<file path="config.mk">
export PLATFORM = sky130hd
export DESIGN_NAME = su16s_ctrl
export DESIGN_NICKNAME = d
export VERILOG_FILES = /design/src/rtl/su16s_pkg.sv /design/src/rtl/su16s_ctrl.sv
export SDC_FILE = /design/constraint.sdc
export NUM_CORES = 1
export LEC_CHECK = 0
export ABC_AREA = 1
export BUFFER_PORTS_ARGS = -buffer_cell sky130_fd_sc_hd__buf_2
export CORE_MARGIN = 4
export CORE_UTILIZATION = 42
export CTS_BUF_LIST = sky130_fd_sc_hd__clkbuf_8 sky130_fd_sc_hd__clkbuf_16
export DETAILED_ROUTE_END_ITERATION = 6
export PLACE_DENSITY_LB_ADDON = 0.05
export RECOVER_POWER = 100
export SLEW_MARGIN = 25
export SYNTH_ARGS = -nofsm -noshare
export SYNTH_HDL_FRONTEND = slang
export SYNTH_SLANG_ARGS = --single-unit
</file>
<file path="constraint.sdc">
create_clock -name clk -period 1.2 [get_ports clk]
set_clock_uncertainty 0.1 [all_clocks]
set_input_delay 0 -clock clk [delete_from_list [all_inputs] [get_ports clk]]
set_output_delay 0 -clock clk [all_outputs]
set_load 0.01 [all_outputs]
</file>
<file path="src/rtl/su16s_pkg.sv">
// Shared constants and control types for the sorted 16-bit set.
package su16s_pkg;

	// Store size and derived widths.
	localparam int CAPACITY = 4096;
	localparam int ADDR_W   = $clog2(CAPACITY);
	localparam int CNT_W    = $clog2(CAPACITY + 1);
	localparam int VAL_W    = 16;
	localparam int COUNT_W  = 13;

	localparam logic [CNT_W-1:0] CAP_COUNT = CNT_W'(CAPACITY);

	// Operation codes of an input beat.
	localparam logic OP_INSERT = 1'b0;
	localparam logic OP_QUERY  = 1'b1;

	// Source of the store read address.
	typedef enum logic [1:0] {
		A_LAST,
		A_MID,
		A_SHIFT
	} addr_sel_t;

	// Kind of store write.
	typedef enum logic [1:0] {
		W_NONE,
		W_APPEND,
		W_SHIFT,
		W_PUT
	} wr_sel_t;

	// Commands from the controller to the datapath.
	typedef struct packed {
		logic      load;
		addr_sel_t addr_sel;
		wr_sel_t   wr_sel;
		logic      mid_capture;
		logic      srch_step;
		logic      shift_init;
		logic      finish;
		logic      res_found;
		logic      res_added;
		logic      res_full;
	} cmd_t;

	// Status from the datapath to the controller.
	typedef struct packed {
		logic is_query;
		logic count_zero;
		logic full;
		logic gt_rd;
		logic eq_rd;
		logic srch_done;
		logic shift_last;
		logic out_busy;
	} status_t;

endpackage

</file>
<file path="src/rtl/su16s_ctrl.sv">
// Controller of the sorted set: sequences append check, binary search, shift and result.
module su16s_ctrl (
	input  logic               clk,
	input  logic               arst_n,
	input  logic               in_valid,
	output logic               in_ready,
	input  su16s_pkg::status_t status,
	output su16s_pkg::cmd_t    cmd
);
	import su16s_pkg::*;

	typedef enum logic [3:0] {
		S_IDLE,
		S_START,
		S_LAST_CMP,
		S_APPEND,
		S_SRCH_RD,
		S_SRCH_CMP,
		S_SHIFT_RD,
		S_SHIFT_WR,
		S_PUT,
		S_DONE
	} state_t;

	state_t state_q;
	logic   res_found_q;
	logic   res_added_q;
	logic   res_full_q;

	// State and result flags.
	always_ff @(posedge clk or negedge arst_n) begin
		if (!arst_n) begin
			state_q     <= S_IDLE;
			res_found_q <= 1'b0;
			res_added_q <= 1'b0;
			res_full_q  <= 1'b0;
		end else begin
			case (state_q)
				S_IDLE: begin
					if (in_valid) begin
						res_found_q <= 1'b0;
						res_added_q <= 1'b0;
						res_full_q  <= 1'b0;
						state_q     <= S_START;
					end
				end
				S_START: begin
					if (status.is_query) begin
						state_q <= S_SRCH_RD;
					end else if (status.count_zero) begin
						state_q <= S_APPEND;
					end else begin
						state_q <= S_LAST_CMP;
					end
				end
				S_LAST_CMP: begin
					if (!status.gt_rd) begin
						state_q <= S_SRCH_RD;
					end else if (status.full) begin
						res_full_q <= 1'b1;
						state_q    <= S_DONE;
					end else begin
						state_q <= S_APPEND;
					end
				end
				S_APPEND: begin
					res_added_q <= 1'b1;
					state_q     <= S_DONE;
				end
				S_SRCH_RD: begin
					if (!status.srch_done) begin
						state_q <= S_SRCH_CMP;
					end else if (status.is_query) begin
						state_q <= S_DONE;
					end else if (status.full) begin
						res_full_q <= 1'b1;
						state_q    <= S_DONE;
					end else begin
						state_q <= S_SHIFT_RD;
					end
				end
				S_SRCH_CMP: begin
					if (status.eq_rd) begin
						res_found_q <= 1'b1;
						state_q     <= S_DONE;
					end else begin
						state_q <= S_SRCH_RD;
					end
				end
				S_SHIFT_RD: begin
					state_q <= S_SHIFT_WR;
				end
				S_SHIFT_WR: begin
					if (status.shift_last) begin
						state_q <= S_PUT;
					end else begin
						state_q <= S_SHIFT_RD;
					end
				end
				S_PUT: begin
					res_added_q <= 1'b1;
					state_q     <= S_DONE;
				end
				S_DONE: begin
					if (!status.out_busy) begin
						state_q <= S_IDLE;
					end
				end
				default: begin
					state_q <= S_IDLE;
				end
			endcase
		end
	end

	// Commands decoded from the state.
	always_comb begin
		cmd             = '0;
		cmd.addr_sel    = A_LAST;
		cmd.wr_sel      = W_NONE;
		cmd.res_found   = res_found_q;
		cmd.res_added   = res_added_q;
		cmd.res_full    = res_full_q;
		case (state_q)
			S_IDLE:     cmd.load = in_valid;
			S_START:    cmd.addr_sel = A_LAST;
			S_SRCH_RD: begin
				cmd.addr_sel    = A_MID;
				cmd.mid_capture = 1'b1;
				cmd.shift_init  = status.srch_done;
			end
			S_SRCH_CMP: cmd.srch_step = !status.eq_rd;
			S_SHIFT_RD: cmd.addr_sel = A_SHIFT;
			S_SHIFT_WR: cmd.wr_sel = W_SHIFT;
			S_APPEND:   cmd.wr_sel = W_APPEND;
			S_PUT:      cmd.wr_sel = W_PUT;
			S_DONE:     cmd.finish = !status.out_busy;
			default:    cmd.load = 1'b0;
		endcase
	end

	assign in_ready = (state_q == S_IDLE);

endmodule

</file>
==> results.txt <==
----------------------------------------------------
[Run status]
  Result of the run ... finished with violations
  Violations in the final reports ... setup timing

[Routing]
  Remaining DRCs ... 0
  Via count normalized by instance count ... 5.46
  Drt first-iter violations ... 43
  Drt pass-1 iters ... 4
  Antenna violation net count after detailed routing ... 0
  Routed wire length ... around 2.7 mm
  Overall via count from detail_route ... 901
  Wire length per cell after detailed routing ... 16.1 um

[Floorplanning]
  Overall die area ... 0.00216 mm2
  Std cell rows ... 13
  Num ports ... 24
  Y dimension of the die ... 46.4 um
  Horizontal die dimension ... 46.4 um
  Core Box Area ... 0.00135 mm2
  Starting density of the core ... 0.460

[Yosys]
  Summed instance area of the synthesized netlist ... a little over 600 um2
  Share of synthesized registers carrying an async set or reset ... 1.00
  Synthesized Nets ... 112
  Number of flip-flops and latches in the synthesized netlist ... 7
  Gate count after technology mapping ... between 100 and 150
  Area leader, netlist ... sky130_fd_sc_hd__dfrtp_1
  Proportion of netlist area held by the largest area contributor ... 0.282
  Syn. warnings ... 0
  Number of flops mapped to enable cells by yosys ... 0
  Top area cells in the synthesized netlist ... sky130_fd_sc_hd__dfrtp_1 28%, sky130_fd_sc_hd__nand2_1 16%, sky130_fd_sc_hd__inv_1 8.5%
  Commonest cells in the synthesized netlist ... 26 x sky130_fd_sc_hd__nand2_1, 14 x sky130_fd_sc_hd__inv_1, 10 x sky130_fd_sc_hd__nor2_1
  Number of distinct library cells after synthesis ... 19
  Top_reg_cell synth ... sky130_fd_sc_hd__dfrtp_1
  Mean area per synthesized cell ... a little over 6 um2
  Proportion of synthesized chip area in sequential cells ... 0.282
  Top-count cell post-synth ... sky130_fd_sc_hd__nand2_1

[Power and ir drop]
  Share of power burned in combinational logic ... 0.717
  Internal ... 1.59 mW
  Areal power density over the cells ... around 2700 mW/mm2
  LEAKAGE ... 0.630 nW
  Total power of the final layout ... a little over 3 mW
  VDD IR max ... 1.25 mV
  NetSw ... approximately 1.5 mW
  Fraction of power spent switching nets ... 0.488
  Share of total power in the clock network ... 0.108
  Flop pwr share ... 0.175

[Critical path]
  Req. time, crit path ... 1.10 ns
  Arr. time, crit path ... 1.36 ns
  Endpoint class of the critical path ... primary output
  Critical path class ... register to primary output
  Worst-path fanout max ... 4
  CP startpoint kind ... register

[Global route]
  Global routing usage summed across all routing layers ... 0.241
  GRT met1 Usage ... 0.274
  GRT met3 Usage ... 0.0430
  Met2 track utilization from global routing ... 0.426
  First-pass GRT wire length ... 3.62 mm
  Remaining global-route overflow ... 0
  Largest net degree at the start of global routing ... 8
  Vias in the first global route ... 853
  Initial antenna violation count ... 0
  Most used routing layer in global routing ... met2

[Finish]
  Post-layout nets ... 162
  Number of antenna diodes ... 0
  Layout-stage area growth over the synthesis result ... 86.9%
  Fin util ... 0.859
  Area of all placed cells without fillers ... 0.00116 mm2
  Multi-input gate area ... 452 um2
  Register Area ... between 150 and 200 um2
  Share of layout cells above drive strength 1 ... 0.540
  Count of fill cells added during filler insertion ... 70

[STA]
  Timing-limited maximum frequency ... 684 MHz
  Pin slew with the least headroom to its limit ... 0.424 ns
  # setup viols final ... 17
  Fraction of the cycle the final worst path needs ... 1.22
  Unrepaired setup endpoints after global routing ... yes
  Setup WS post-layout ... -0.262 ns
  Final-report hold violation count ... 0
  Relative slew margins ... 0.717
  Post-Route Hold Slack ... 0.0267 ns
  Number of pins exceeding their max-slew limit in the final report ... 0
  Setup TNS Final ... -3.37 ns
  Clock period minus worst slack ... between 1 and 1.5 ns

[Clock tree]
  Clock Sinks ... 7
  Clock slew at reported path FFs ... 0.04 ns
  Root Buffer Master ... sky130_fd_sc_hd__clkbuf_8
  Number of buffers added by the clock tree synthesis step ... 3
  Maximum clock path buffer count ... 2
  TritonCTS clock tree ... built
  H-tree levels ... 1
  Clock insertion delay at the later pin of the skew report ... 0.23 ns

[Place]
  PortBufs ... 23
  Placer congestion estimate ... 0.871
  Instance area after placement ... roughly 840 um2
  Post-detail-place hpwl ... 1.49 mm

[Hold path]
  Type of the most critical hold path ... primary input to register

[Job]
  Maximum capacitance violations ... 0

----------------------------------------------------
## area by class of cell
type	count	share of cell area
clock buffers	3	0.0356
clock inverters	1	0.00324
repair buffers	49	0.330
well taps	15	0.0162
inverters	19	0.0701
multi-input cells	71	0.389
flip-flops and latches	7	0.155
## worst paths after layout
kind / from / end / slack, ns / depth (start not counted)
worst max-delay path: state_q[0] / cmd[8] / -0.26 / 5
max in group asynchronous: arst_n / state_q[1] / 0.57 / 2
min in group asynchronous: arst_n / res_added_q / 0.11 / 2
worst min register to register: res_added_q / res_added_q / 0.43 / 2
worst max register to register: state_q[0] / state_q[0] / -0.24 / 8
worst min-delay path: status[7] / state_q[1] / 0.03 / 4
## critical path: stages, from the launching register on
cell                      delay, ns
sky130_fd_sc_hd__dfrtp_2       0.47
sky130_fd_sc_hd__nor2_4        0.23
sky130_fd_sc_hd__nand3_2       0.14
sky130_fd_sc_hd__buf_6         0.14
sky130_fd_sc_hd__nand2_2       0.06
sky130_fd_sc_hd__buf_6         0.10
## through the flow
stage / setup slack, ns / instances
after floorplan: -0.0355 / 101
after global placement: -0.136 / 148
after detailed placement: -0.150 / 148
after CTS: -0.208 / 160
after global routing: -0.290 / 165
final: -0.262 / 165
## per-layer routing
| layer | vias up | share of wire | routed length (um) |
|---|---|---|---|
| met5 | - | 0 | 0 |
| met2 | 55 | 0.50 | 1340 |
| li1 | 412 | - | - |
| met1 | 422 | 0.39 | 1030 |
| met3 | 12 | 0.079 | 210 |
| met4 | 0 | 0.028 | 73 |
## what timing repair did
action | in CTS | in global routing
setup buffers | 4 | 5
pin swaps | 6 | 7
setup endpoints to repair | 17 | 17
hold buffers | 4 | 0
endpoints found under the hold margin | 9 | 0
gates resized for setup | 28 | 17
## layout by cell type (no fill, tap or decap), types with 3 or more instances in the layout
cell type,instances
sky130_fd_sc_hd__inv_2,3
sky130_fd_sc_hd__buf_6,14
sky130_fd_sc_hd__clkbuf_8,3
sky130_fd_sc_hd__inv_4,4
sky130_fd_sc_hd__dfrtp_1,3
sky130_fd_sc_hd__clkbuf_1,4
sky130_fd_sc_hd__nand2_2,8
sky130_fd_sc_hd__nand4_1,4
sky130_fd_sc_hd__nand3_2,3
sky130_fd_sc_hd__buf_4,14
sky130_fd_sc_hd__nor2_4,6
sky130_fd_sc_hd__buf_2,13
sky130_fd_sc_hd__nand2_1,20
sky130_fd_sc_hd__nand2_4,3
sky130_fd_sc_hd__dlygate4sd3_1,4
sky130_fd_sc_hd__inv_1,13
sky130_fd_sc_hd__nor2_1,9
sky130_fd_sc_hd__nand3_1,6
sky130_fd_sc_hd__dfrtp_2,4
## state kept, by name (all words and copies together) (netlist names)
name,count
res_added_q,1
res_full_q,1
state_q,4
res_found_q,1
## logic make-up (layout without fill, tap and decap cells)
group           count (synthesis)  in the layout  share of synthesized area
buf+inv                        23             72                      0.163
compound gates                  8              8                     0.0705
simple gates                   63             63                      0.484
flops                           7              7                      0.282
## power by group through the flow
| stage | logic [mW] | registers, mW | clock network (mW) |
|---|---|---|---|
| 3_3_place_gp | 1.35 | 0.472 | 0 |
| 3_5_place_dp | 1.37 | 0.482 | 0 |
| 6_report | 2.22 | 0.544 | 0.334 |
| 5_1_grt | 2.35 | 0.554 | 0.359 |
| 2_1_floorplan | 0.907 | 0.466 | 0 |
| 4_1_cts | 1.84 | 0.508 | 0.330 |
No activity file was read; power rests on OpenSTA's default activity.
